<file path="config.mk">
export PLATFORM = sky130hd
export DESIGN_NAME = lru_writeback_tag_store
export DESIGN_NICKNAME = d
export VERILOG_FILES = /design/src/design/lwts_pkg.sv /design/src/design/lwts_ram.sv /design/src/design/lwts_ctrl.sv /design/src/design/lru_writeback_tag_store.sv
export SDC_FILE = /design/constraint.sdc
export NUM_CORES = 1
export LEC_CHECK = 0
export BUFFER_PORTS_ARGS = -buffer_cell sky130_fd_sc_hd__buf_2
export CAP_MARGIN = 20
export CELL_PAD_IN_SITES_DETAIL_PLACEMENT = 0
export CELL_PAD_IN_SITES_GLOBAL_PLACEMENT = 1
export CORE_MARGIN = 1.5
export CORE_UTILIZATION = 55
export CTS_BUF_LIST = sky130_fd_sc_hd__clkbuf_2
export DETAILED_ROUTE_END_ITERATION = 8
export GPL_TIMING_DRIVEN = 0
export HOLD_SLACK_MARGIN = 0.1
export PLACE_DENSITY = 0.81
export SLEW_MARGIN = 10
export SYNTH_ARGS = -nofsm -noshare
export SYNTH_HDL_FRONTEND = slang
export SYNTH_SLANG_ARGS = --single-unit
</file>
<file path="constraint.sdc">
create_clock -name clk -period 6.3 [get_ports clk]
set_input_delay 0.315 -clock clk [delete_from_list [all_inputs] [get_ports clk]]
set_output_delay 0.315 -clock clk [all_outputs]
set_load 0.1 [all_outputs]
</file>
<file path="src/design/lwts_pkg.sv">
// ---------------------------------------------------------------------------
// lwts_pkg
// Shared types and constants for the LRU write-back tag store.
// ---------------------------------------------------------------------------
`timescale 1ns / 1ps

package lwts_pkg;

  // Default geometry
  localparam int ENTRIES_DEF    = 16;
  localparam int INDEX_BITS_DEF = 16;

  // Fixed field widths
  localparam int CAP_W   = 5;
  localparam int BLOCK_W = 16;
  localparam int COUNT_W = 32;

  localparam logic [CAP_W-1:0] CAP_RESET = 5'd16;

  // Request action codes
  typedef enum logic [1:0] {
    ACT_READ  = 2'd0,
    ACT_WRITE = 2'd1,
    ACT_ADD   = 2'd2
  } action_t;

  // Controller sequencing
  typedef enum logic [1:0] {
    ST_IDLE,
    ST_SEARCH,
    ST_DECIDE,
    ST_UPDATE
  } state_t;

  // Request payload
  typedef struct packed {
    logic [1:0]         action;
    logic [BLOCK_W-1:0] block_index;
  } req_t;

  // Result payload
  typedef struct packed {
    logic               hit;
    logic               evicted;
    logic [BLOCK_W-1:0] victim_index;
    logic               victim_dirty;
    logic [COUNT_W-1:0] hit_total;
    logic [COUNT_W-1:0] access_total;
  } rsp_t;

  // Per-request outcome from the controller to the top level
  typedef struct packed {
    logic               valid;
    logic               lookup;
    logic               hit;
    logic               evicted;
    logic [BLOCK_W-1:0] victim_index;
    logic               victim_dirty;
  } outcome_t;

endpackage

</file>
<file path="src/design/lwts_ram.sv">
// ---------------------------------------------------------------------------
// lwts_ram
// Generic simple dual-port RAM: one write port, one registered read port.
// ---------------------------------------------------------------------------
`timescale 1ns / 1ps

module lwts_ram #(
  parameter int WIDTH = 8,
  parameter int DEPTH = 16
) (
  input  logic                     clk,
  input  logic                     wr_en,
  input  logic [$clog2(DEPTH)-1:0] wr_addr,
  input  logic [WIDTH-1:0]         wr_data,
  input  logic                     rd_en,
  input  logic [$clog2(DEPTH)-1:0] rd_addr,
  output logic [WIDTH-1:0]         rd_data
);

  logic [WIDTH-1:0] mem [DEPTH];

  always_ff @(posedge clk) begin
    if (wr_en) begin
      mem[wr_addr] <= wr_data;
    end
    if (rd_en) begin
      rd_data <= mem[rd_addr];
    end
  end

endmodule

</file>
<file path="src/design/lwts_ctrl.sv">
// ---------------------------------------------------------------------------
// lwts_ctrl
// Entry RAM plus sequencer: a search sweep over all entries, then for an update
// a read-modify-write sweep that rewrites recency ranks and the target entry.
// ---------------------------------------------------------------------------
`timescale 1ns / 1ps

module lwts_ctrl #(
  parameter int ENTRIES    = lwts_pkg::ENTRIES_DEF,
  parameter int INDEX_BITS = lwts_pkg::INDEX_BITS_DEF
) (
  input  logic                         clk,
  input  logic                         rst,
  input  logic                         start,
  input  lwts_pkg::req_t               req,
  input  logic [$clog2(ENTRIES+1)-1:0] cap_eff,
  output logic                         busy,
  output lwts_pkg::outcome_t           res
);

  localparam int IDX_W  = $clog2(ENTRIES);
  localparam int CNT_W  = $clog2(ENTRIES + 1);
  localparam int WORD_W = INDEX_BITS + 1 + IDX_W;
  localparam logic [IDX_W-1:0] LAST = IDX_W'(ENTRIES - 1);

  lwts_pkg::state_t state, state_next;

  // Sweep pointer and read-data tracking
  logic [CNT_W-1:0]      ptr;
  logic                  chk;
  logic [IDX_W-1:0]      chk_idx;
  logic                  issue;
  logic                  sweep_end;

  logic [ENTRIES-1:0]    entry_valid;

  // Captured request
  logic [INDEX_BITS-1:0] req_tag;
  logic [1:0]            req_action;

  // Search results
  logic [CNT_W-1:0]      held;
  logic                  match_found;
  logic [IDX_W-1:0]      match_idx;
  logic [IDX_W-1:0]      match_rank;
  logic                  match_dirty;
  logic                  free_found;
  logic [IDX_W-1:0]      free_idx;
  logic                  vic_found;
  logic [IDX_W-1:0]      vic_idx;
  logic [IDX_W-1:0]      vic_rank;
  logic [INDEX_BITS-1:0] vic_tag;
  logic                  vic_dirty;

  // Update plan
  logic [IDX_W-1:0]      tgt_idx;
  logic [IDX_W-1:0]      old_rank;
  logic                  age_all;
  logic                  new_dirty;

  logic                  plan_update;
  logic                  plan_fill;
  logic                  plan_evict;
  logic [IDX_W-1:0]      plan_tgt;
  logic [IDX_W-1:0]      plan_old;
  logic                  plan_age_all;
  logic                  plan_dirty;
  logic                  res_lookup;
  logic                  res_hit;

  // RAM ports; word = {tag, dirty, rank}
  logic                  wr_en;
  logic [WORD_W-1:0]     wr_data;
  logic [WORD_W-1:0]     rd_word;
  logic [INDEX_BITS-1:0] e_tag;
  logic                  e_dirty;
  logic [IDX_W-1:0]      e_rank;
  logic                  e_valid;

  lwts_ram #(
    .WIDTH(WORD_W),
    .DEPTH(ENTRIES)
  ) u_ram (
    .clk    (clk),
    .wr_en  (wr_en),
    .wr_addr(chk_idx),
    .wr_data(wr_data),
    .rd_en  (issue),
    .rd_addr(ptr[IDX_W-1:0]),
    .rd_data(rd_word)
  );

  assign e_tag   = rd_word[WORD_W-1 -: INDEX_BITS];
  assign e_dirty = rd_word[IDX_W];
  assign e_rank  = rd_word[IDX_W-1:0];
  assign e_valid = entry_valid[chk_idx];

  assign issue = (state == lwts_pkg::ST_SEARCH || state == lwts_pkg::ST_UPDATE) &&
                 (ptr < CNT_W'(ENTRIES));
  assign sweep_end = chk && (chk_idx == LAST);

  // Decision from the search results
  always_comb begin
    plan_update  = 1'b0;
    plan_fill    = 1'b0;
    plan_evict   = 1'b0;
    plan_tgt     = match_idx;
    plan_old     = match_rank;
    plan_age_all = 1'b0;
    plan_dirty   = match_dirty;
    res_lookup   = 1'b0;
    res_hit      = 1'b0;
    unique case (req_action)
      lwts_pkg::ACT_READ: begin
        res_lookup  = 1'b1;
        res_hit     = match_found;
        plan_update = match_found;
      end
      lwts_pkg::ACT_WRITE: begin
        res_lookup  = 1'b1;
        res_hit     = match_found;
        plan_update = match_found;
        plan_dirty  = 1'b1;
      end
      lwts_pkg::ACT_ADD: begin
        plan_update = 1'b1;
        if (match_found) begin
          res_hit = 1'b1;
        end else if (held < cap_eff) begin
          // fill the lowest free entry, every held entry ages
          plan_fill    = 1'b1;
          plan_tgt     = free_idx;
          plan_old     = '0;
          plan_age_all = 1'b1;
          plan_dirty   = 1'b0;
        end else begin
          // replace the least recent entry
          plan_evict = 1'b1;
          plan_tgt   = vic_idx;
          plan_old   = vic_rank;
          plan_dirty = 1'b0;
        end
      end
      default: begin
      end
    endcase
  end

  // Outcome, presented for the single decide cycle
  always_comb begin
    res              = '0;
    res.valid        = (state == lwts_pkg::ST_DECIDE);
    res.lookup       = res_lookup;
    res.hit          = res_hit;
    res.evicted      = plan_evict;
    res.victim_index = plan_evict ? lwts_pkg::BLOCK_W'(vic_tag) : '0;
    res.victim_dirty = plan_evict & vic_dirty;
  end

  // Next state
  always_comb begin
    state_next = state;
    unique case (state)
      lwts_pkg::ST_IDLE:   if (start) state_next = lwts_pkg::ST_SEARCH;
      lwts_pkg::ST_SEARCH: if (sweep_end) state_next = lwts_pkg::ST_DECIDE;
      lwts_pkg::ST_DECIDE: begin
        state_next = plan_update ? lwts_pkg::ST_UPDATE : lwts_pkg::ST_IDLE;
      end
      lwts_pkg::ST_UPDATE: if (sweep_end) state_next = lwts_pkg::ST_IDLE;
      default:             state_next = lwts_pkg::ST_IDLE;
    endcase
  end

  assign busy = (state != lwts_pkg::ST_IDLE);

  always_ff @(posedge clk) begin
    if (rst) begin
      state <= lwts_pkg::ST_IDLE;
    end else begin
      state <= state_next;
    end
  end

  // Write-back of the entry read in the previous cycle
  always_comb begin
    wr_en   = 1'b0;
    wr_data = rd_word;
    if (state == lwts_pkg::ST_UPDATE && chk) begin
      if (chk_idx == tgt_idx) begin
        wr_en   = 1'b1;
        wr_data = {req_tag, new_dirty, IDX_W'(0)};
      end else if (e_valid && (age_all || e_rank < old_rank)) begin
        wr_en   = 1'b1;
        wr_data = {e_tag, e_dirty, e_rank + IDX_W'(1)};
      end
    end
  end

  // Sweep pointer, search bookkeeping and valid bits
  always_ff @(posedge clk) begin
    if (rst) begin
      ptr         <= '0;
      chk         <= 1'b0;
      entry_valid <= '0;
    end else begin
      chk     <= issue;
      chk_idx <= ptr[IDX_W-1:0];

      if (state == lwts_pkg::ST_IDLE || state == lwts_pkg::ST_DECIDE) begin
        ptr <= '0;
      end else if (issue) begin
        ptr <= ptr + CNT_W'(1);
      end

      if (state == lwts_pkg::ST_IDLE && start) begin
        req_tag     <= INDEX_BITS'(req.block_index);
        req_action  <= req.action;
        held        <= '0;
        match_found <= 1'b0;
        free_found  <= 1'b0;
        vic_found   <= 1'b0;
      end

      // one entry examined per cycle
      if (state == lwts_pkg::ST_SEARCH && chk) begin
        held <= held + CNT_W'(e_valid);
        if (e_valid && e_tag == req_tag && !match_found) begin
          match_found <= 1'b1;
          match_idx   <= chk_idx;
          match_rank  <= e_rank;
          match_dirty <= e_dirty;
        end
        if (!e_valid && !free_found) begin
          free_found <= 1'b1;
          free_idx   <= chk_idx;
        end
        if (e_valid && (!vic_found || e_rank > vic_rank)) begin
          vic_found <= 1'b1;
          vic_idx   <= chk_idx;
          vic_rank  <= e_rank;
          vic_tag   <= e_tag;
          vic_dirty <= e_dirty;
        end
      end

      if (state == lwts_pkg::ST_DECIDE) begin
        tgt_idx   <= plan_tgt;
        old_rank  <= plan_old;
        age_all   <= plan_age_all;
        new_dirty <= plan_dirty;
        if (plan_fill) begin
          entry_valid[free_idx] <= 1'b1;
        end
      end
    end
  end

  // Checks
  a_outcome_after_search: assert property (@(posedge clk) disable iff (rst)
    res.valid |-> $past(state) == lwts_pkg::ST_SEARCH)
    else $error("outcome without a completed search");

  a_fill_has_free: assert property (@(posedge clk) disable iff (rst)
    (state == lwts_pkg::ST_DECIDE && plan_fill) |-> free_found)
    else $error("fill chosen with no free entry");

  a_evict_has_victim: assert property (@(posedge clk) disable iff (rst)
    (state == lwts_pkg::ST_DECIDE && plan_evict) |-> vic_found)
    else $error("eviction chosen with no victim");

  a_valid_grows: assert property (@(posedge clk) disable iff (rst)
    !$past(rst) |-> $countones(entry_valid) >= $past($countones(entry_valid)))
    else $error("entry lost its valid mark");

  a_no_rw_clash: assert property (@(posedge clk) disable iff (rst)
    (wr_en && issue) |-> chk_idx != ptr[IDX_W-1:0])
    else $error("write and read to the same entry in one cycle");

endmodule

</file>
<file path="src/design/lru_writeback_tag_store.sv">
// ---------------------------------------------------------------------------
// lru_writeback_tag_store
// Fully associative tag store with LRU replacement and dirty marks.
// ---------------------------------------------------------------------------
// Usage:
//   Request channel: a request (action, block_index) is taken at a clock edge
//   with start high and busy low. Actions: read lookup, write lookup (marks
//   the entry dirty), add. Unused action codes change nothing.
//   Result channel: done is high for exactly one cycle with rsp holding hit,
//   evicted, victim_index, victim_dirty and the running hit/access totals.
//   The receiver cannot stall; each result is shown once.
//   Configuration: cfg_wr_en writes the capacity register from cfg_wr_data;
//   write it only while busy is low and no result is pending.
// Sequencing:
//   The entry RAM has one read port and is walked one entry per cycle.
//   done rises after a search walk over all entries. A request that
//   changes no entry lets the next one be taken once that walk is done;
//   one that rewrites recency takes a second walk before the next request
//   is taken.
// Reset:
//   rst clears all valid marks, both totals and sets capacity to 16.
// ---------------------------------------------------------------------------
`timescale 1ns / 1ps

module lru_writeback_tag_store #(
  parameter int ENTRIES    = lwts_pkg::ENTRIES_DEF,
  parameter int INDEX_BITS = lwts_pkg::INDEX_BITS_DEF
) (
  input  logic                       clk,
  input  logic                       rst,
  input  logic                       start,
  output logic                       busy,
  input  lwts_pkg::req_t             req,
  input  logic                       cfg_wr_en,
  input  logic [lwts_pkg::CAP_W-1:0] cfg_wr_data,
  output logic                       done,
  output lwts_pkg::rsp_t             rsp
);

  localparam int CNT_W = $clog2(ENTRIES + 1);

  logic [lwts_pkg::CAP_W-1:0]   capacity;
  logic [CNT_W-1:0]             cap_eff;
  logic [lwts_pkg::COUNT_W-1:0] hit_count, hit_count_next;
  logic [lwts_pkg::COUNT_W-1:0] access_count, access_count_next;
  lwts_pkg::outcome_t           res;

  lwts_ctrl #(
    .ENTRIES   (ENTRIES),
    .INDEX_BITS(INDEX_BITS)
  ) u_ctrl (
    .clk    (clk),
    .rst    (rst),
    .start  (start),
    .req    (req),
    .cap_eff(cap_eff),
    .busy   (busy),
    .res    (res)
  );

  // Capacity register
  always_ff @(posedge clk) begin
    if (rst) begin
      capacity <= lwts_pkg::CAP_RESET;
    end else if (cfg_wr_en) begin
      capacity <= cfg_wr_data;
    end
  end

  // Clamp capacity into 1..ENTRIES
  always_comb begin
    if (capacity == '0) begin
      cap_eff = CNT_W'(1);
    end else if (32'(capacity) > ENTRIES) begin
      cap_eff = CNT_W'(ENTRIES);
    end else begin
      cap_eff = CNT_W'(capacity);
    end
  end

  // Lookup totals
  always_comb begin
    hit_count_next    = hit_count;
    access_count_next = access_count;
    if (res.valid && res.lookup) begin
      access_count_next = access_count + lwts_pkg::COUNT_W'(1);
      if (res.hit) begin
        hit_count_next = hit_count + lwts_pkg::COUNT_W'(1);
      end
    end
  end

  // Counters and result register
  always_ff @(posedge clk) begin
    if (rst) begin
      hit_count    <= '0;
      access_count <= '0;
      done         <= 1'b0;
    end else begin
      hit_count    <= hit_count_next;
      access_count <= access_count_next;
      done         <= res.valid;
      if (res.valid) begin
        rsp.hit          <= res.hit;
        rsp.evicted      <= res.evicted;
        rsp.victim_index <= res.victim_index;
        rsp.victim_dirty <= res.victim_dirty;
        rsp.hit_total    <= hit_count_next;
        rsp.access_total <= access_count_next;
      end
    end
  end

endmodule

</file>
==> metrics.md, run 1 <==
| Metric | Value |
|---|---|
| Number of flops mapped to enable cells by yosys | 518 |
| Initial Util | 55.7% |
| Cell area power density | 268 nW/µm² |
| Cell taking the most area after synthesis | edfxtp_1 |
| # fillers | 3091 |
| H-tree Lvls | 4 |
| Clock net sink count | 612 |
| First-pass GRT wire length | 76.3 mm |
| Least-Margin Pin Slew | 1.00 ns |
| Boundary Pins | 112 |
| IO buf count | 110 |
| Total of max-cap violations | 0 |
| Maximum vdd drop | 0.167 mV |
| Min cycle time layout | 3.79 ns |
| Leakage | 9.79 nW |
| Max stage delay on crit path | 0.82 ns |
| All-layer global routing usage | 23.0% |
| Via density | 5.40 |
| Largest net degree at the start of global routing | 35 |
| Die footprint | 44900 µm² |
| Sequential share of the synthesized area | 72.7% |
| Residual DRC | 0 |
| Number of cell rows | 76 |
| Fin nets | 1806 |
| CTS root buf | clkbuf_2 |
| Syn_area_per_cell | 17.5 µm² |
| Post-Route WL | 49.6 mm |
| Dpl hpwl | 34.5 mm |
| Commonest non-fill, non-tap cells in the layout | 518 x edfxtp_1, 228 x clkbuf_2, 128 x buf_2, 94 x dfxtp_1, 88 x and2_1 |
| Synth cell types | 64 |
| Ys async rst share | 0% |
| Worst-skew pair later-pin latency | 1.25 ns |
| Final WS setup | 2.51 ns |
| Die width | 212 µm |
| WL per Instance | 20.3 µm |
| Post-Synthesis Cells | 1375 |
| Fin crit share | 60.2% |
| RSZ-0062 raised after global routing | false |
| Post-CTS Setup Bufs | 0 |
| Area contributors post-synth | edfxtp_1 65%, mux4_2 8.1%, dfxtp_1 7.8% |
| Worst-path maximum fanout | 10 |
| Setup Viol. Count Final | 0 |
| CP Capture Type | register |
| CP arrival | 4.69 ns |
| Crit path kind | reg -> reg |
| Buffer levels on the longest clock path | 3 |
| GPL Wtd Cong | 0.797 |
| Yosys warns | 0 |
| Outcome | finished clean |
| Max Slew Vio Count | 0 |
| Die height | 212 µm |
| Cell Area, Synth | 24000 µm² |
| Synth-to-Final Area Change | 15.8% |
| Post-detailed-route count of antenna-violating nets | 0 |
| Syn nets | 1423 |
| Layout cell share with drive strength beyond 1 | 30.7% |
| TritonCTS Buffers | 151 |
| Worst EP required | 7.20 ns |
| Core area | 43100 µm² |
| Commonest non-fill, non-tap cell in the layout | edfxtp_1 |
| Worst path most repeated cell | buf_4 |
| Finished Layout Cells | 2450 |
| Flops & latches, synth | 612 |
| Final Skew | 0.0780 ns |
| Vias in the first global route | 13800 |
| Worst Hold Class | in -> reg |
| Initial antenna violation count | 2 |
| Pre-antenna DRT Iters | 5 |
| Clock-pin slew on the worst setup and hold paths | 0.11 ns |
| Slew margin rel. | 32.7% |
| Routed vias | 13200 |
| CP startpoint kind | register |
| CP max-delay cell | nor4_2 |
| Final Hold Fails | 0 |
| Placed cell count | 2126 |
| CTS tree | built |
| Max Fclk | 264 MHz |
| Total congestion overflow | 0 |
| Worst path cell trace | ha_1, a21o_1, a211oi_1, o21ai_2, and2_1, buf_4, buf_6, nor4_2, buf_4, buf_4 |
| First DRT Iteration DRCs | 972 |
| Top-area cell type share of the netlist area | 64.8% |
| Setup WS pre-CTS | 2.60 ns |
| Synth Flop Type | edfxtp_1 |
## metal layers
layer  vias to the layer above  GRT usage, %  wire (µm)
met4                         0          9.04        764
met5                         -             0          0
li1                       6165             -          -
met2                       416          38.2      25200
met3                        60          5.98       3130
met1                      6590          29.2      20500
## critical path: cells and delay by family (launching register included)
kind / cells / cell delay, ns
adder cells (fa/ha/maj): 1 / 0.34
flip-flops: 1 / 0.54
AND/OR/NAND/NOR: 2 / 1.02
AO/OA/AOI/OAI: 3 / 0.73
buffers and inverters: 4 / 0.83
## power by group
group          leakage (nW)  switching [mW]  total [mW]  internal (mW)
clock network          1.03            1.50        2.49          0.992
registers              5.48          0.0318        4.48           4.44
logic                  3.28           0.324       0.486          0.162
total                  9.79            1.85        7.45           5.60
## cells in the mapped netlist (2+ instances only)
cell	number
edfxtp_1	518
dfxtp_1	94
and2_1	88
mux4_2	86
xnor2_1	53
nor2_1	46
nand2_1	43
xor2_1	37
clkbuf_1	35
a21oi_1	32
mux2i_1	31
nor2b_1	30
nand3_1	29
nor4_1	24
inv_1	23
a211oi_1	22
ha_1	21
mux2_2	19
o2bb2ai_1	16
nand4_1	14
buf_2	12
and3_1	10
o21ai_0	9
buf_1	7
nand2b_1	7
a22o_1	6
and4_1	5
buf_6	5
nor3_1	5
nand4b_1	4
nor3_2	4
or2_2	4
mux4_1	2
nand3b_1	2
or3_1	2
or4_1	2
## logic make-up (layout without fill, tap and decap cells)
group,after synthesis,after routing,synth area share [%]
buffers and inverters,84,571,1.55
other,0,3,0
and+or+nand+nor,330,330,8.00
AOI/OAI and AO/OA,100,100,2.95
DFF,612,612,72.7
adders and majority gates,21,21,1.09
xor gates and xnor gates,90,90,3.28
muxes,138,138,10.5
## flip-flops by register name (all words and copies together) (netlist names), 16 cells and up
name,count
u_ctrl.entry_valid,16
u_ctrl.u_ram.rd_data,21
u_ctrl.req_tag,16
rsp,83
hit_count,32
u_ctrl.vic_tag,16
access_count,32
u_ctrl.u_ram.mem,336
## path summary, 6_finish.rpt
kind                                           start                            endpoint  slack [ns]  cells past startpoint
setup reg to reg   u_ctrl.u_ram.rd_data[1]$_DFFE_PP_   u_ctrl.u_ram.mem[4][14]$_DFFE_PP_        2.51                     10
hold reg to reg   u_ctrl.entry_valid[5]$_SDFFE_PP0P_  u_ctrl.entry_valid[5]$_SDFFE_PP0P_        0.47                      1
hold / removal                                req[6]         u_ctrl.req_tag[6]$_DFFE_PP_        0.34                      3
setup / recovery   u_ctrl.u_ram.rd_data[1]$_DFFE_PP_   u_ctrl.u_ram.mem[4][14]$_DFFE_PP_        2.51                     10
## final cells by class
cell class              count  area [µm²]  share of cell area [%]
plain buffers              60         282                    1.01
clock buffers             228        1140                    4.10
diodes                      3        7.51                  0.0270
well taps                 585         732                    2.63
repair buffers            230        1650                    5.95
multi-input cells         679        6320                    22.7
flip-flops and latches    612       17400                    62.7
clock inverters            29         143                   0.513
inverters                  24        90.1                   0.324
## metrics by stage
stage	cell area [µm²]	utilization [%]	setup TNS (ns)	hold WS, ns	total power [mW]
2_1_floorplan	24000	-	0	0.406	4.89
3_3_place_gp	25300	58.7	-46.37	0.437	5.00
3_5_place_dp	25900	60.1	0	0.441	5.02
4_1_cts	27800	64.5	0	0.117	7.54
5_1_grt	27800	64.5	0	0.214	7.77
6_report	27800	64.5	0	0.343	7.45
## what timing repair did
| item | in CTS | in global routing |
|---|---|---|
| hold buffers | 63 | 0 |
| resized for setup | 0 | 0 |
| endpoints found under the hold margin | 148 | 0 |
| endpoints found under the setup margin | 0 | 0 |
(Power assumes the default switching activity.)
==> run 2, diff against run 1 <==
Clock period 6.3 ns to 3.9 ns, I/O delays scaled along.
==> run 2 against run 1 <==
  * First-iteration DRC count is 5.6% higher
  * Die area unchanged
  * Final cell count rose by 0.78%
  * Clock power up 69%
  * Power increased by 64%
  * Clock skew decreased by 0.0042 ns
  * Cell area grew 0.77%
  * Largest cell class unchanged
  * Largest power group unchanged
  * Highest routed layer unchanged
==> metrics.md, run 2 (synthesized netlist as in run 1, its figures left out) <==
| Metric | Value |
|---|---|
| Top flop regs | u_ctrl.u_ram.mem x336, rsp x83 |
| Hold path endpoint | u_ctrl.req_tag[15]$_DFFE_PP_ |
| Worst-skew pair later-pin latency | 1.30 ns (+0.05 ns) |
| WL per Instance | 20.8 µm (+2.8%) |
| Post-detailed-route count of antenna-violating nets | 0 (unchanged) |
| Flop-to-flop setup slack | 0.21 ns (-2.30 ns) |
| Total congestion overflow | 0 (unchanged) |
| Least-Margin Pin Slew | 1.06 ns (+0.0570 ns) |
| Outcome | finished clean |
| Final Skew | 0.0738 ns (-0.00419 ns) |
| Post-Route WL | 51.4 mm (+3.6%) |
| Die width | 212 µm (unchanged) |
| Residual DRC | 0 (unchanged) |
| CP arrival | 4.65 ns (-0.04 ns) |
| IO buf count | 110 (unchanged) |
| Number of cell rows | 76 (unchanged) |
| Routed vias | 13500 (+2.0%) |
| Commonest non-fill, non-tap cell in the layout | edfxtp_1 |
| Vias in the first global route | 13900 (+0.58%) |
| Max FFs per register | 336 (unchanged) |
| Via density | 5.47 (+1.2%) |
| Setup Viol. Count Final | 0 (unchanged) |
| M2 GR Usage | 39.9% (+1.7 points) |
| Top reg by flops | u_ctrl.u_ram.mem |
| All-layer global routing usage | 23.9% (+0.89 points) |
| Core area | 43100 µm² (unchanged) |
| Max Fclk | 271 MHz (+2.8%) |
| Die height | 212 µm (unchanged) |
| GPL Wtd Cong | 0.798 (+0.24%) |
| CTS tree | built |
| Most Crowded Layer GR | met2 |
| Buffer levels on the longest clock path | 3 (unchanged) |
| Worst path most repeated cell | buf_4 |
| Critical Path Start | u_ctrl.u_ram.rd_data[1]$_DFFE_PP_ |
| Hold Path Depth | 3 (unchanged) |
| Synth-to-Final Area Change | 16.7% |
| Die footprint | 44900 µm² (unchanged) |
| R2R cell count | 10 (unchanged) |
| Final Hold Fails | 0 (unchanged) |
| Dpl hpwl | 35.0 mm (+1.3%) |
| Largest net degree at the start of global routing | 34 (-2.9%) |
| Setup WS pre-CTS | 0.226 ns (-2.38 ns) |
| Max Slew Vio Count | 0 (unchanged) |
| H-tree Lvls | 4 (unchanged) |
| Worst EP required | 4.86 ns (-2.34 ns) |
| CP startpoint kind | register |
| Layout cell share with drive strength beyond 1 | 30.1% (-0.54 points) |
| Initial Util | 55.7% (unchanged) |
| Boundary Pins | 112 (unchanged) |
| Worst path cell trace | ha_1, a21o_1, a211oi_1, o21ai_2, and2_1, buf_4, buf_6, nor4_2, buf_4, buf_2 |
| Worst Hold Class | in -> reg |
| Clock net sink count | 612 (unchanged) |
| Clock-pin slew on the worst setup and hold paths | 0.11 ns (about the same) |
| Leakage | 9.88 nW (+0.88%) |
| Final WS setup | 0.208 ns (-2.30 ns) |
| Grt met3 use | 6.17% (+0.19 points) |
| TritonCTS Buffers | 150 (-0.66%) |
| Min cycle time layout | 3.69 ns (-0.103 ns) |
| Commonest non-fill, non-tap cells in the layout | 518 x edfxtp_1, 209 x clkbuf_2, 140 x buf_2, 94 x dfxtp_1, 88 x and2_1 |
| Slew margin rel. | 29.4% (-3.2 points) |
| Fin nets | 1824 (+1.0%) |
| GR Layer Usage met1 | 30.1% (+0.93 points) |
| Cell area power density | 437 nW/µm² (+63%) |
| First-pass GRT wire length | 78.1 mm (+2.4%) |
| Fin crit share | 94.7% (+34 points) |
| Total of max-cap violations | 0 (unchanged) |
| RSZ-0062 raised after global routing | false |
| Post-cts sizing count | 0 (unchanged) |
| Max stage delay on crit path | 0.75 ns (-0.07 ns) |
| # fillers | 3049 (-1.4%) |
| First DRT Iteration DRCs | 1026 (+5.6%) |
| R2R Path Start | u_ctrl.u_ram.rd_data[1]$_DFFE_PP_ |
| CTS root buf | clkbuf_2 |
| Initial antenna violation count | 2 (unchanged) |
| Crit path kind | reg -> reg |
| CP Capture Type | register |
| Maximum vdd drop | 0.282 mV (+69%) |
| CP max-delay cell | nor4_2 |
| TNS Setup | 0 ns (unchanged) |
| Hold path startpoint | req[15] |
| Pre-antenna DRT Iters | 5 (unchanged) |
| Worst-path maximum fanout | 10 (unchanged) |
| Critical R2R Capture | u_ctrl.u_ram.mem[15][8]$_DFFE_PP_ |
## run 2: changes by cell type in the layout (fill, tap and decap cells not counted), sizes merged
cell / previous run / this run
buf: 192 / 199
bufinv: 1 / 4
clkbuf: 263 / 244
clkinv: 20 / 34
diode: 3 / 5
dlygate4sd3: 63 / 75
## run 2: layout make-up
type	count	area (µm²)	area share [%]
Inverter	24	90.1	0.322
Clock buffer	209	1050	3.73
Timing Repair Buffer	249	1800	6.43
Sequential cell	612	17400	62.2
Buffer	60	282	1.00
Tap cell	585	732	2.61
Antenna cell	5	12.5	0.0447
Multi-Input combinational cell	679	6310	22.5
Clock inverter	46	303	1.08
## run 2: where the power goes
part           total (mW)  internal (mW)  leakage [nW]  switching, mW
Sequential           7.23           7.18          5.48         0.0536
Clock                4.20           1.71          1.03           2.49
Combinational       0.798          0.272          3.37          0.526
Total                12.2           9.17          9.88           3.07
## run 2: how the worst max path moves through the flow
stage / slack (ns) / end
2_1_floorplan: -0.44 / u_ctrl.u_ram.mem[3][0]$_DFFE_PP_
3_3_place_gp: -2.82 / u_ctrl.u_ram.mem[11][12]$_DFFE_PP_
3_5_place_dp: 0.23 / u_ctrl.u_ram.mem[15][9]$_DFFE_PP_
4_1_cts: 0.23 / u_ctrl.u_ram.mem[15][8]$_DFFE_PP_
5_1_grt: 0.09 / u_ctrl.u_ram.mem[12][11]$_DFFE_PP_
6_report: 0.21 / u_ctrl.u_ram.mem[15][8]$_DFFE_PP_
## run 2: per-stage QoR
| step | util [%] | total power, mW | hold slack [ns] | cells | cell area [µm²] |
|---|---|---|---|---|---|
| 2_1_floorplan | - | 7.89 | 0.294 | 1375 | 24000 |
| 3_3_place_gp | 58.7 | 8.07 | 0.372 | 2070 | 25300 |
| 3_5_place_dp | 60.1 | 8.11 | 0.374 | 2131 | 25900 |
| 4_1_cts | 65.0 | 12.3 | 0.120 | 2461 | 28000 |
| 5_1_grt | 65.0 | 12.7 | 0.178 | 2467 | 28000 |
| 6_report | 65.0 | 12.2 | 0.244 | 2469 | 28000 |
## run 2: what timing repair did
| action | in CTS | in global routing |
|---|---|---|
| hold buffers | 75 | 0 |
| hold endpoints to repair | 205 | 0 |
| setup buffers | 0 | 0 |
## run 2: critical path: cells and delay by family (launching register included)
| family | cells | cell delay (ns) |
|---|---|---|
| AND/OR/NAND/NOR | 2 | 0.92 |
| buffers and inverters | 4 | 0.86 |
| AO/OA/AOI/OAI | 3 | 0.74 |
| flip-flops | 1 | 0.52 |
| adder cells (fa/ha/maj) | 1 | 0.33 |
## run 2: per-layer routing
layer	routed length (µm)	share of wire, %
met1	21000	41
met2	26100	51
met3	3240	6.3
met4	1070	2.1
met5	0	0
